## config.mk

```make
export PLATFORM = sky130hd
export DESIGN_NAME = ready_blocked_process_queues_flat
export DESIGN_NICKNAME = d
export VERILOG_FILES = /design/src/rtl/rbpq_pkg.sv /design/src/rtl/rbpq_if.sv /design/src/rtl/rbpq_core.sv /design/src/rtl/ready_blocked_process_queues.sv /design/src/flat_wrapper.sv
export VERILOG_INCLUDE_DIRS = /design/src /design/src/rtl
export SDC_FILE = /design/constraint.sdc
export NUM_CORES = 1
export LEC_CHECK = 0
export BUFFER_PORTS_ARGS = -buffer_cell sky130_fd_sc_hd__buf_2
export CORE_AREA = 10 10 242 244
export DETAILED_ROUTE_END_ITERATION = 8
export DIE_AREA = 0 0 252 254
export MAX_ROUTING_LAYER = met4
export PLACE_DENSITY = 0.51
export RECOVER_POWER = 50
export SYNTH_ARGS = -nofsm -noshare
export SYNTH_HDL_FRONTEND = slang
export SYNTH_SLANG_ARGS = --single-unit
```

## constraint.sdc

```tcl
create_clock -name i_clk -period 4.1 [get_ports i_clk]
set_input_delay 0.41 -clock i_clk [delete_from_list [all_inputs] [get_ports i_clk]]
set_output_delay 0.41 -clock i_clk [all_outputs]
set_load 0.005 [all_outputs]
```

## src/rtl/ready_blocked_process_queues_defines.svh

```systemverilog
// assertion macros for the ready/blocked process queues
`ifndef READY_BLOCKED_PROCESS_QUEUES_DEFINES_SVH
`define READY_BLOCKED_PROCESS_QUEUES_DEFINES_SVH

`ifndef SYNTH
// same-cycle implication, disabled while in reset
`define RBPQ_ASSERT_IMPL(label, clk, rst_n, ante, cons) \
    label: assert property (@(posedge clk) disable iff (!rst_n) (ante) |-> (cons)) \
        else $error("rbpq assertion failed");
// next-cycle implication, disabled while in reset
`define RBPQ_ASSERT_NEXT(label, clk, rst_n, ante, cons) \
    label: assert property (@(posedge clk) disable iff (!rst_n) (ante) |=> (cons)) \
        else $error("rbpq assertion failed");
`else
`define RBPQ_ASSERT_IMPL(label, clk, rst_n, ante, cons)
`define RBPQ_ASSERT_NEXT(label, clk, rst_n, ante, cons)
`endif

`endif

```

## src/rtl/rbpq_pkg.sv

```systemverilog
`timescale 1ns / 1ps
// shared types and constants for the ready/blocked process queues
package rbpq_pkg;

    localparam int READY_DEPTH   = 16;
    localparam int BLOCKED_DEPTH = 16;

    localparam int RDY_IDX_W = $clog2(READY_DEPTH);
    localparam int RDY_CNT_W = $clog2(READY_DEPTH + 1);
    localparam int RDY_SUM_W = $clog2(2 * READY_DEPTH);
    localparam int BLK_IDX_W = $clog2(BLOCKED_DEPTH);
    localparam int BLK_CNT_W = $clog2(BLOCKED_DEPTH + 1);
    localparam int BLK_SUM_W = $clog2(2 * BLOCKED_DEPTH);

    localparam int NAME_W  = 8;
    localparam int COUNT_W = 5;

    typedef enum logic [2:0] {
        OP_CREATE    = 3'd0,
        OP_DISPATCH  = 3'd1,
        OP_END       = 3'd2,
        OP_BLOCK     = 3'd3,
        OP_WAKE      = 3'd4,
        OP_TIMESLICE = 3'd5
    } t_opcode;

    typedef enum logic [2:0] {
        ST_OK            = 3'd0,
        ST_READY_EMPTY   = 3'd1,
        ST_CPU_BUSY      = 3'd2,
        ST_BLOCKED_EMPTY = 3'd3,
        ST_CPU_IDLE      = 3'd4,
        ST_TARGET_FULL   = 3'd5
    } t_status;

    typedef struct packed {
        t_opcode           opcode;
        logic [NAME_W-1:0] proc_name;
    } t_cmd;

    typedef struct packed {
        t_status            status;
        logic [NAME_W-1:0]  moved_name;
        logic               cpu_busy;
        logic [NAME_W-1:0]  running_name;
        logic [COUNT_W-1:0] ready_count;
        logic [COUNT_W-1:0] blocked_count;
    } t_result;

endpackage

```

## src/rtl/rbpq_if.sv

```systemverilog
`timescale 1ns / 1ps
// handshake channels for commands and results
interface rbpq_cmd_if;
    logic       valid;
    logic       ready;
    logic [2:0] opcode;
    logic [7:0] proc_name;

    modport source (output valid, output opcode, output proc_name, input ready);
    modport sink (input valid, input opcode, input proc_name, output ready);
endinterface

interface rbpq_res_if;
    logic       valid;
    logic       ready;
    logic [2:0] status;
    logic [7:0] moved_name;
    logic       cpu_busy;
    logic [7:0] running_name;
    logic [4:0] ready_count;
    logic [4:0] blocked_count;

    modport source (
        output valid, output status, output moved_name, output cpu_busy,
        output running_name, output ready_count, output blocked_count,
        input ready
    );
    modport sink (
        input valid, input status, input moved_name, input cpu_busy,
        input running_name, input ready_count, input blocked_count,
        output ready
    );
endinterface

```

## src/rtl/rbpq_core.sv

```systemverilog
`timescale 1ns / 1ps
// queue state, running slot and the per-command update logic
`include "ready_blocked_process_queues_defines.svh"

module rbpq_core (
    input  logic             i_clk,
    input  logic             i_rst_n,
    input  logic             i_step,
    input  rbpq_pkg::t_cmd   i_cmd,
    output rbpq_pkg::t_result o_res
);

    localparam int RIW = rbpq_pkg::RDY_IDX_W;
    localparam int RCW = rbpq_pkg::RDY_CNT_W;
    localparam int RSW = rbpq_pkg::RDY_SUM_W;
    localparam int BIW = rbpq_pkg::BLK_IDX_W;
    localparam int BCW = rbpq_pkg::BLK_CNT_W;
    localparam int BSW = rbpq_pkg::BLK_SUM_W;
    localparam int NW  = rbpq_pkg::NAME_W;

    logic [NW-1:0]  r_rdy_mem [rbpq_pkg::READY_DEPTH];
    logic [NW-1:0]  r_blk_mem [rbpq_pkg::BLOCKED_DEPTH];
    logic [RIW-1:0] r_rdy_head, n_rdy_head;
    logic [RCW-1:0] r_rdy_fill, n_rdy_fill;
    logic [BIW-1:0] r_blk_head, n_blk_head;
    logic [BCW-1:0] r_blk_fill, n_blk_fill;
    logic [NW-1:0]  r_slot_name, n_slot_name;
    logic           r_slot_valid, n_slot_valid;

    logic           rdy_full, rdy_empty, blk_full, blk_empty;
    logic [RSW-1:0] rdy_sum;
    logic [BSW-1:0] blk_sum;
    logic [RIW-1:0] rdy_tail;
    logic [BIW-1:0] blk_tail;
    logic [NW-1:0]  rdy_head_data, blk_head_data;
    logic           rdy_push, rdy_pop, blk_push, blk_pop;
    logic [NW-1:0]  rdy_push_data;
    rbpq_pkg::t_status status;
    logic [NW-1:0]  moved;

    assign rdy_full  = (r_rdy_fill == RCW'(rbpq_pkg::READY_DEPTH));
    assign rdy_empty = (r_rdy_fill == '0);
    assign blk_full  = (r_blk_fill == BCW'(rbpq_pkg::BLOCKED_DEPTH));
    assign blk_empty = (r_blk_fill == '0);

    // tail = (head + fill) wrapped once at the depth
    assign rdy_sum  = RSW'(r_rdy_head) + RSW'(r_rdy_fill);
    assign blk_sum  = BSW'(r_blk_head) + BSW'(r_blk_fill);
    assign rdy_tail = (rdy_sum >= RSW'(rbpq_pkg::READY_DEPTH))
                    ? RIW'(rdy_sum - RSW'(rbpq_pkg::READY_DEPTH)) : RIW'(rdy_sum);
    assign blk_tail = (blk_sum >= BSW'(rbpq_pkg::BLOCKED_DEPTH))
                    ? BIW'(blk_sum - BSW'(rbpq_pkg::BLOCKED_DEPTH)) : BIW'(blk_sum);

    assign rdy_head_data = r_rdy_mem[r_rdy_head];
    assign blk_head_data = r_blk_mem[r_blk_head];

    always_comb begin
        status        = rbpq_pkg::ST_OK;
        moved         = '0;
        rdy_push      = 1'b0;
        rdy_pop       = 1'b0;
        blk_push      = 1'b0;
        blk_pop       = 1'b0;
        rdy_push_data = i_cmd.proc_name;
        n_slot_valid  = r_slot_valid;
        n_slot_name   = r_slot_name;
        case (i_cmd.opcode)
            rbpq_pkg::OP_CREATE: begin
                if (rdy_full) begin
                    status = rbpq_pkg::ST_TARGET_FULL;
                end else begin
                    rdy_push = 1'b1;
                    moved    = i_cmd.proc_name;
                end
            end
            rbpq_pkg::OP_DISPATCH: begin
                if (r_slot_valid) begin
                    status = rbpq_pkg::ST_CPU_BUSY;
                end else if (rdy_empty) begin
                    status = rbpq_pkg::ST_READY_EMPTY;
                end else begin
                    rdy_pop      = 1'b1;
                    n_slot_valid = 1'b1;
                    n_slot_name  = rdy_head_data;
                    moved        = rdy_head_data;
                end
            end
            rbpq_pkg::OP_END: begin
                if (r_slot_valid) begin
                    moved        = r_slot_name;
                    n_slot_valid = 1'b0;
                    n_slot_name  = '0;
                end
            end
            rbpq_pkg::OP_BLOCK: begin
                if (!r_slot_valid) begin
                    status = rbpq_pkg::ST_CPU_IDLE;
                end else if (blk_full) begin
                    status = rbpq_pkg::ST_TARGET_FULL;
                end else begin
                    blk_push     = 1'b1;
                    moved        = r_slot_name;
                    n_slot_valid = 1'b0;
                    n_slot_name  = '0;
                end
            end
            rbpq_pkg::OP_TIMESLICE: begin
                if (!r_slot_valid) begin
                    status = rbpq_pkg::ST_CPU_IDLE;
                end else if (rdy_full) begin
                    status = rbpq_pkg::ST_TARGET_FULL;
                end else begin
                    rdy_push      = 1'b1;
                    rdy_push_data = r_slot_name;
                    moved         = r_slot_name;
                    n_slot_valid  = 1'b0;
                    n_slot_name   = '0;
                end
            end
            rbpq_pkg::OP_WAKE: begin
                if (blk_empty) begin
                    status = rbpq_pkg::ST_BLOCKED_EMPTY;
                end else if (rdy_full) begin
                    status = rbpq_pkg::ST_TARGET_FULL;
                end else begin
                    blk_pop       = 1'b1;
                    rdy_push      = 1'b1;
                    rdy_push_data = blk_head_data;
                    moved         = blk_head_data;
                end
            end
            default: begin
            end
        endcase
    end

    always_comb begin
        n_rdy_fill = r_rdy_fill + RCW'(rdy_push) - RCW'(rdy_pop);
        n_blk_fill = r_blk_fill + BCW'(blk_push) - BCW'(blk_pop);
        n_rdy_head = r_rdy_head;
        n_blk_head = r_blk_head;
        if (rdy_pop) begin
            n_rdy_head = (r_rdy_head == RIW'(rbpq_pkg::READY_DEPTH - 1))
                       ? '0 : r_rdy_head + 1'b1;
        end
        if (blk_pop) begin
            n_blk_head = (r_blk_head == BIW'(rbpq_pkg::BLOCKED_DEPTH - 1))
                       ? '0 : r_blk_head + 1'b1;
        end
    end

    // result reflects the state after the command
    assign o_res.status        = status;
    assign o_res.moved_name    = moved;
    assign o_res.cpu_busy      = n_slot_valid;
    assign o_res.running_name  = n_slot_valid ? n_slot_name : '0;
    assign o_res.ready_count   = rbpq_pkg::COUNT_W'(n_rdy_fill);
    assign o_res.blocked_count = rbpq_pkg::COUNT_W'(n_blk_fill);

    always_ff @(posedge i_clk) begin
        if (!i_rst_n) begin
            r_rdy_head   <= '0;
            r_rdy_fill   <= '0;
            r_blk_head   <= '0;
            r_blk_fill   <= '0;
            r_slot_name  <= '0;
            r_slot_valid <= 1'b0;
        end else if (i_step) begin
            r_rdy_head   <= n_rdy_head;
            r_rdy_fill   <= n_rdy_fill;
            r_blk_head   <= n_blk_head;
            r_blk_fill   <= n_blk_fill;
            r_slot_name  <= n_slot_name;
            r_slot_valid <= n_slot_valid;
        end
    end

    always_ff @(posedge i_clk) begin
        if (i_step && rdy_push) begin
            r_rdy_mem[rdy_tail] <= rdy_push_data;
        end
        if (i_step && blk_push) begin
            r_blk_mem[blk_tail] <= r_slot_name;
        end
    end

    `RBPQ_ASSERT_IMPL(a_rdy_fill_bound, i_clk, i_rst_n, 1'b1, r_rdy_fill <= RCW'(rbpq_pkg::READY_DEPTH))
    `RBPQ_ASSERT_IMPL(a_blk_fill_bound, i_clk, i_rst_n, 1'b1, r_blk_fill <= BCW'(rbpq_pkg::BLOCKED_DEPTH))
    `RBPQ_ASSERT_IMPL(a_idle_slot_clear, i_clk, i_rst_n, !r_slot_valid, r_slot_name == '0)
    `RBPQ_ASSERT_NEXT(a_create_grows, i_clk, i_rst_n, i_step && i_cmd.opcode == rbpq_pkg::OP_CREATE && !rdy_full, r_rdy_fill == $past(r_rdy_fill) + 1'b1)
    `RBPQ_ASSERT_NEXT(a_dispatch_fills, i_clk, i_rst_n, i_step && i_cmd.opcode == rbpq_pkg::OP_DISPATCH && !r_slot_valid && !rdy_empty, r_slot_valid)

endmodule

```

## src/rtl/ready_blocked_process_queues.sv

```systemverilog
`timescale 1ns / 1ps
// top level of the ready/blocked process queues with one running slot
//
// i_cmd carries one command per transfer (opcode, proc_name); o_res returns
// exactly one result per command, in order (status, moved name, slot
// contents and both queue counts after the command).
// a command is taken into an input register, applied to the queues and
// the slot when it leaves that register, and its result lands in an output
// register that drives o_res.valid.
// throughput is one command per cycle while o_res.ready is high; each
// command updates the queue pointers, fill counts and slot in a single
// register update, and the next command sees that state in its own cycle.
// when the receiver holds o_res.ready low the result waits in the output
// register, one more command waits in the input register, and then
// i_cmd.ready drops until the result is taken.
// reset empties both queues and the slot; queue entries keep no reset value
// and are only read after they were written.
module ready_blocked_process_queues (
    input logic        i_clk,
    input logic        i_rst_n,
    rbpq_cmd_if.sink   i_cmd,
    rbpq_res_if.source o_res
);

    logic              r_s1_valid;
    rbpq_pkg::t_cmd    r_s1_cmd;
    logic              r_s2_valid;
    rbpq_pkg::t_result r_s2_res;
    rbpq_pkg::t_result core_res;
    rbpq_pkg::t_cmd    in_cmd;
    logic              advance;

    assign advance     = r_s1_valid && (!r_s2_valid || o_res.ready);
    assign i_cmd.ready = !r_s1_valid || advance;

    assign in_cmd.opcode    = rbpq_pkg::t_opcode'(i_cmd.opcode);
    assign in_cmd.proc_name = i_cmd.proc_name;

    rbpq_core u_core (
        .i_clk   (i_clk),
        .i_rst_n (i_rst_n),
        .i_step  (advance),
        .i_cmd   (r_s1_cmd),
        .o_res   (core_res)
    );

    always_ff @(posedge i_clk) begin
        if (!i_rst_n) begin
            r_s1_valid <= 1'b0;
            r_s2_valid <= 1'b0;
        end else begin
            if (i_cmd.ready) begin
                r_s1_valid <= i_cmd.valid;
            end
            if (advance) begin
                r_s2_valid <= 1'b1;
            end else if (o_res.ready) begin
                r_s2_valid <= 1'b0;
            end
        end
    end

    always_ff @(posedge i_clk) begin
        if (i_cmd.ready && i_cmd.valid) begin
            r_s1_cmd <= in_cmd;
        end
        if (advance) begin
            r_s2_res <= core_res;
        end
    end

    assign o_res.valid         = r_s2_valid;
    assign o_res.status        = r_s2_res.status;
    assign o_res.moved_name    = r_s2_res.moved_name;
    assign o_res.cpu_busy      = r_s2_res.cpu_busy;
    assign o_res.running_name  = r_s2_res.running_name;
    assign o_res.ready_count   = r_s2_res.ready_count;
    assign o_res.blocked_count = r_s2_res.blocked_count;

endmodule
```

## src/flat_wrapper.sv

```systemverilog
// flat-port wrapper written by rule: the top's interface ports become plain ports
module ready_blocked_process_queues_flat 
  (i_clk, i_rst_n, i_cmd_valid, i_cmd_opcode, i_cmd_proc_name, i_cmd_ready, o_res_valid, o_res_status, o_res_moved_name, o_res_cpu_busy, o_res_running_name, o_res_ready_count, o_res_blocked_count, o_res_ready);
  rbpq_cmd_if i_cmd_i ();
  rbpq_res_if o_res_i ();
  input logic i_clk;
  input logic i_rst_n;
  input wire logic [$bits(i_cmd_i.valid)-1:0] i_cmd_valid;
  input wire logic [$bits(i_cmd_i.opcode)-1:0] i_cmd_opcode;
  input wire logic [$bits(i_cmd_i.proc_name)-1:0] i_cmd_proc_name;
  output wire logic [$bits(i_cmd_i.ready)-1:0] i_cmd_ready;
  output wire logic [$bits(o_res_i.valid)-1:0] o_res_valid;
  output wire logic [$bits(o_res_i.status)-1:0] o_res_status;
  output wire logic [$bits(o_res_i.moved_name)-1:0] o_res_moved_name;
  output wire logic [$bits(o_res_i.cpu_busy)-1:0] o_res_cpu_busy;
  output wire logic [$bits(o_res_i.running_name)-1:0] o_res_running_name;
  output wire logic [$bits(o_res_i.ready_count)-1:0] o_res_ready_count;
  output wire logic [$bits(o_res_i.blocked_count)-1:0] o_res_blocked_count;
  input wire logic [$bits(o_res_i.ready)-1:0] o_res_ready;
  assign i_cmd_i.valid = i_cmd_valid;
  assign i_cmd_i.opcode = i_cmd_opcode;
  assign i_cmd_i.proc_name = i_cmd_proc_name;
  assign i_cmd_ready = i_cmd_i.ready;
  assign o_res_valid = o_res_i.valid;
  assign o_res_status = o_res_i.status;
  assign o_res_moved_name = o_res_i.moved_name;
  assign o_res_cpu_busy = o_res_i.cpu_busy;
  assign o_res_running_name = o_res_i.running_name;
  assign o_res_ready_count = o_res_i.ready_count;
  assign o_res_blocked_count = o_res_i.blocked_count;
  assign o_res_i.ready = o_res_ready;
  ready_blocked_process_queues u_core (.i_clk(i_clk), .i_rst_n(i_rst_n), .i_cmd(i_cmd_i), .o_res(o_res_i));
endmodule
```

# --- Word level (Yosys, flattened, before mapping) ---
# Memory sizes are Yosys's and may differ from the RTL's. A register that Yosys moved wholly into a read port is not among the register bits.
# Index checks and enable logic that the tools add are counted.
totals:
  inputBits: 15
  ram_bits: 256
  output_inout_bits: 32
  regBits: 70
  mem_count: 2
op_classes:
  mux: 63
  n_reduce_logical: 14
  eq_ne: 9
  n_addsub: 10
  n_lt_le_gt_ge: 2
memory_table:
  columns: ["name", "depth", "word_bits", "rd", "rd_ports_with_merged_regs", "write_ports", "line", "text"]
  rows:
  - ["u_core.u_core.r_blk_mem", 16, 8, 1, 1, 1, "rbpq_core.sv:22", "logic [NW-1:0] r_blk_mem [rbpq_pkg::BLOCKED_DEPTH];"]
  - ["u_core.u_core.r_rdy_mem", 16, 8, 1, 1, 1, "rbpq_core.sv:21", "logic [NW-1:0] r_rdy_mem [rbpq_pkg::READY_DEPTH];"]
ops:
  columns: ["cell", "n"]
  rows:
  - ["2-to-1 mux 8 bit", 21]
  - ["one-hot mux 8 bit (6 select lines)", 1]
  - ["2-to-1 mux 4 bit", 8]
  - ["one-hot mux 8 bit (4 select lines)", 1]
  - ["2-to-1 mux 1 bit", 22]
  - ["one-hot mux 8 bit (2 select lines)", 1]
  - ["2-to-1 mux 3 bit", 5]
  - ["one-hot mux 3 bit (5 select lines)", 1]
  - ["adder 4 x 5 -> 5 bit", 2]
  - ["adder 5 x 1 -> 5 bit", 2]
  - ["== test 5 bit (second input constant)", 2]
  - [">= comparator 5 bit (second input constant)", 2]
  - ["zero test 5 bit", 2]
  - ["subtractor 5 x 1 -> 5 bit", 2]
  - ["adder 4 x 1 -> 4 bit (second input constant)", 2]
  - ["== test 4 bit (second input constant)", 2]
  - ["subtractor 4 x 1 -> 4 bit (second input constant)", 2]
  - ["== test 3 x 2 -> 1 bit (second input constant)", 2]
  - ["== test 3 bit (second input constant)", 2]
  - ["logical AND 1 bit", 4]
  - ["one-hot mux 1 bit (4 select lines)", 1]
  - ["AND reduction 2 bit", 2]
  - ["== test 3 x 1 -> 1 bit (second input constant)", 1]
  - ["zero test 3 bit", 1]
  - ["5 further kinds", 7]

# --- Logic depth before layout (Yosys ltp) ---
depth:
  ltp_word: 7
  depth_mapped: 15

# --- Hierarchy ---
# From an unflattened synthesis, not the netlist that was laid out.
hier_totals:
  hier_cells: 785
  area_unflattened_um2: 13745.7
modules_own_cells:
  columns: ["module", "n_inst", "area_each_um2", "seq_area_each_um2", "cells_per_inst"]
  rows:
  - ["rbpq_core", 1, 12410.7, 8388.0, 735]
  - ["ready_blocked_process_queues", 1, 1335.0, 1271.2, 50]

# --- Least setup slack after synthesis ---
# OpenSTA, ideal clock, no wires.
synth_timing:
  path_type: "reg2reg"
  from: "register u_core.u_core.r_rdy_fill[3]"
  to: "register u_core.u_core.r_rdy_fill[4]"
  stages_incl_launch_ff: 16
  required_time_ns: 4.030
  arrival_ns: 3.216
  n_path_buf: 1
  setup_time_ns: 0.070
  synth_period_minus_slack_ns: 3.286
  setup_slack_ns: 0.814
  path_cell_list: "dfxtp_1 inv_1 ha_1 or4b_2 clkbuf_1 nand4_1 inv_1 ha_1 inv_1 ha_1 fa_1 a21oi_1 o21bai_1 xnor2_1 nand2_1 a21oi_1"
synth_rtl:
  columns: ["element", "line", "text"]
  rows:
  - ["from (decl)", "rbpq_core.sv:24", "logic [RCW-1:0] r_rdy_fill, n_rdy_fill;"]
  - ["from (signal assigned)", "rbpq_core.sv:170", "r_rdy_fill <= n_rdy_fill;"]

==> metrics.md <==
| Metric | Value |
|---|---|
| Slowest cell on crit path | or4b_1 |
| Area leader, netlist | edfxtp_1 |
| Largest family of logic cells by synthesized area | multiplexers |
| Hold Buf Count CTS | 0 |
| FILL cells | 5369 |
| Final number of max-transition violations | 31 |
| Antenna violations before repair | 0 |
| Unrepaired setup endpoints after global routing | false |
| DIE AREA | 64000 um^2 |
| Failing checks | capacitance limit, slew limit |
| Clk_lat worst skew | 0.53 ns |
| Clock Path Buffers | 3 |
| Drt drc | 0 |
| Largest fanout on the critical path | 9 |
| Post-synthesis compound-gate area fraction | 0.0641 |
| Seq cells post-synth | 334 |
| Syn Nets | 830 |
| Per-cell routed wire length | 21.0 um |
| Status | finished, violations left |
| H-tree Lvls | 2 |
| CP arrival | 3.66 ns |
| Via count | 7257 |
| N_diodes | 0 |
| Least-Margin Pin Slew | 1.58 ns |
| Routed Antenna Nets | 0 |
| Post-synthesis sequential area ratio | 0.702 |
| CTS clk-pin slew, worst paths | 0.06 ns |
| HP Class | primary input to register |
| Area of the multi-input gates | 3840 um^2 |
| Seq pwr share | 0.539 |
| Area delta synth->final | 15.0% |
| Final Setup Violations | 0 |
| CTS Buf Count | 37 |
| Maximum clock rate | 0.295 GHz |
| Rel. slew slack | -0.0510 |
| Worst path max stage delay | 0.50 ns |
| Max cap viols | 2 |
| Share of layout cells above drive strength 1 | 0.173 |
| YS warnings | 0 |
| Yosys cell types | 58 |
| Commonest cells post-synth | 297 x edfxtp_1, 64 x mux4_2, 48 x nor2_1 |
| Largest cells by area after synthesis | edfxtp_1 65%, mux4_2 10%, dfxtp_1 5.4% |
| Setup TNS | 0 ns |
| Vias in the first global route | 7416 |
| Dpl ws | 0.779 ns |
| Initial core utilization | 0.257 |
| Final Skew | 0.0142 ns |
| Lkg Pwr | 5.32 nW |
| Pint | 5.49 mW |
| Dpl cell area | 14900 um^2 |
| Die height | 254 um |
| Design area | 15800 um^2 |
| Async S/R FF share, synth | 0 |
| Row Count | 85 |
| Mean Syn Cell Area | 17.4 um^2 |
| Final Cycle Share | 0.826 |
| GR Overflow Total | 0 |
| Syn Inst Count | 791 |
| VDD IR max | 0.000258 V |
| Top-area cell type share of the netlist area | 0.648 |
| Hold Violations, Final | 0 |
| Post-synthesis mux area share | 0.124 |
| Crit start category | register |
| Largest net degree at the start of global routing | 33 |
| First-pass GRT wire length | 49300 um |
| Clock Power Share | 0.422 |
| Critical path, cell by cell | inv_1, ha_1, or4b_1, nand4b_1, inv_4, ha_1, inv_1, ha_1, inv_1, fa_1, nand2b_1, a21oi_1, o21ai_0, and2_1 |
| Period minus WS final | 3.38 ns |
| Combinational power share | 0.040 |
| GRT Util Overall | 0.106 |
| Post-synth EDFFs | 297 |
| Root Buffer | clkbuf_16 |
| Synth Area in Simple Gates | 0.0566 |
| Post-Syn Area | 13800 um^2 |
| Fin util | 0.295 |
| Drt first pass iters | 5 |
| CP Class | register to register |
| WP data required | 4.38 ns |
| CTS resizes | 0 |
| Routability cong. | 0.770 |
| # IOs | 47 |
| Switching part of the total | 0.217 |
| PnR Total Power | 7.01 mW |
| Nets | 900 |
| Number of placed instances, taps included | 1518 |
| # clock sinks | 334 |
| Worst hold slack | 0.0569 ns |
| Synth Area in Adders | 0.0240 |
| Worst setup EP type | register |
| CTS tree | built |
| Final worst slack | 0.715 ns |
| Die width | 252 um |
| Detailed Place HPWL | 22200 um |
| Most numerous cell in the Yosys netlist | edfxtp_1 |
| Vias per cell | 4.59 |
| Postcts setup bufs | 0 |
| Port Buffer Count | 46 |
| Core area | 53600 um^2 |
| FF+latch area | 9660 um^2 |
| Power density over the cells | 443 nW/um^2 |
| Post-synthesis xor/xnor area fraction | 0.0121 |
| DRT Wirelength | 33200 um |
| Ys flop type | edfxtp_1 |
| P_sw | 1.52 mW |
| Post-route insts no fill | 1581 |
| DRT iter0 DRCs | 505 |
## per-layer routing
layer	part of all wire	routed length (um)	vias up	global-route usage
met4	0.025	818	0	0.0312
met1	0.47	15500	3774	0.139
met5	0	0	-	-
li1	-	-	3284	-
met3	0.032	1060	51	0.0160
met2	0.48	15800	148	0.166
## layout make-up
class                      count  share of cell area
multi-input combinational    399               0.243
clock buffer                  43              0.0599
timing repair buffer          66              0.0195
inverter                      23             0.00561
sequential                   334               0.611
clock inverter                20             0.00664
tap                          696              0.0550
## cell families after synthesis
group,after synthesis
flip-flops,334
AND/OR/NAND/NOR,150
AO/OA/AOI/OAI,117
multiplexers,89
buffers and inverters,58
adder cells (fa/ha/maj),24
XOR/XNOR,19
## flip-flops by register name (all words and copies together) (netlist names), named ones only
signal and count:
u_core.u_core.r_rdy_head 4, u_core.o_res.cpu_busy 1, u_core.u_core.r_slot_valid 1, u_core.o_res.moved_name 8, u_core.o_res.running_name 8, u_core.r_s1_valid 1, u_core.u_core.r_rdy_fill 5, u_core.r_s1_cmd 11
u_core.o_res.valid 1, u_core.u_core.r_blk_mem 128, u_core.u_core.r_blk_fill 5, u_core.u_core.r_blk_head 4, u_core.o_res.ready_count 5, u_core.o_res.blocked_count 5, u_core.u_core.r_rdy_mem 128, u_core.u_core.r_slot_name 8
u_core.o_res.status 3
## placed cells by master (no fill, tap or decap), drive strengths merged, types with 4 or more instances in the layout
| cell type | n |
|---|---|
| or3 | 12 |
| o21a | 9 |
| nor2b | 11 |
| clkbuf | 91 |
| inv | 26 |
| buf | 18 |
| a21o | 12 |
| mux4 | 64 |
| dfxtp | 37 |
| edfxtp | 297 |
| a211oi | 22 |
| clkinv | 16 |
| nand2b | 4 |
| a221o | 8 |
| nand2 | 34 |
| mux2i | 17 |
| mux2 | 8 |
| xor2 | 10 |
| fa | 4 |
| nand3 | 8 |
| a21oi | 25 |
| o21ba | 8 |
| o21ai | 4 |
| nor3 | 9 |
| ha | 20 |
| xnor2 | 9 |
| nor2 | 48 |
| a22o | 16 |
## worst max-delay path: cells and delay by family (launching register included)
kind	cells	cell delay (ns)
compound gates	2	0.27
buf+inv	4	0.30
fa+ha+maj	4	1.05
simple gates	4	1.16
flops	1	0.34
## power groups by stage
stage                     sequential, mW  clock [mW]  combinational (mW)
after floorplan                     3.83           0               0.183
after global placement              3.85           0               0.293
after detailed placement            3.85           0               0.296
after CTS                           3.78        3.05               0.297
after global routing                3.78        3.18               0.308
final                               3.78        2.96               0.277
## worst paths after layout
| path | startpoint | to | slack (ns) | cells after the start |
|---|---|---|---|---|
| max | u_core.u_core.r_blk_fill[3]$_SDFFE_PN0P_ | u_core.o_res.blocked_count[4]$_DFFE_PP_ | 0.72 | 14 |
| min | i_cmd_proc_name[4] | u_core.r_s1_cmd[4]$_DFFE_PP_ | 0.06 | 1 |
| max reg2reg | u_core.u_core.r_blk_fill[3]$_SDFFE_PN0P_ | u_core.o_res.blocked_count[4]$_DFFE_PP_ | 0.72 | 14 |
| min reg2reg | u_core.u_core.r_blk_fill[2]$_SDFFE_PN0P_ | u_core.u_core.r_blk_fill[2]$_SDFFE_PN0P_ | 0.52 | 2 |
Power figures use the tool's default switching activity.
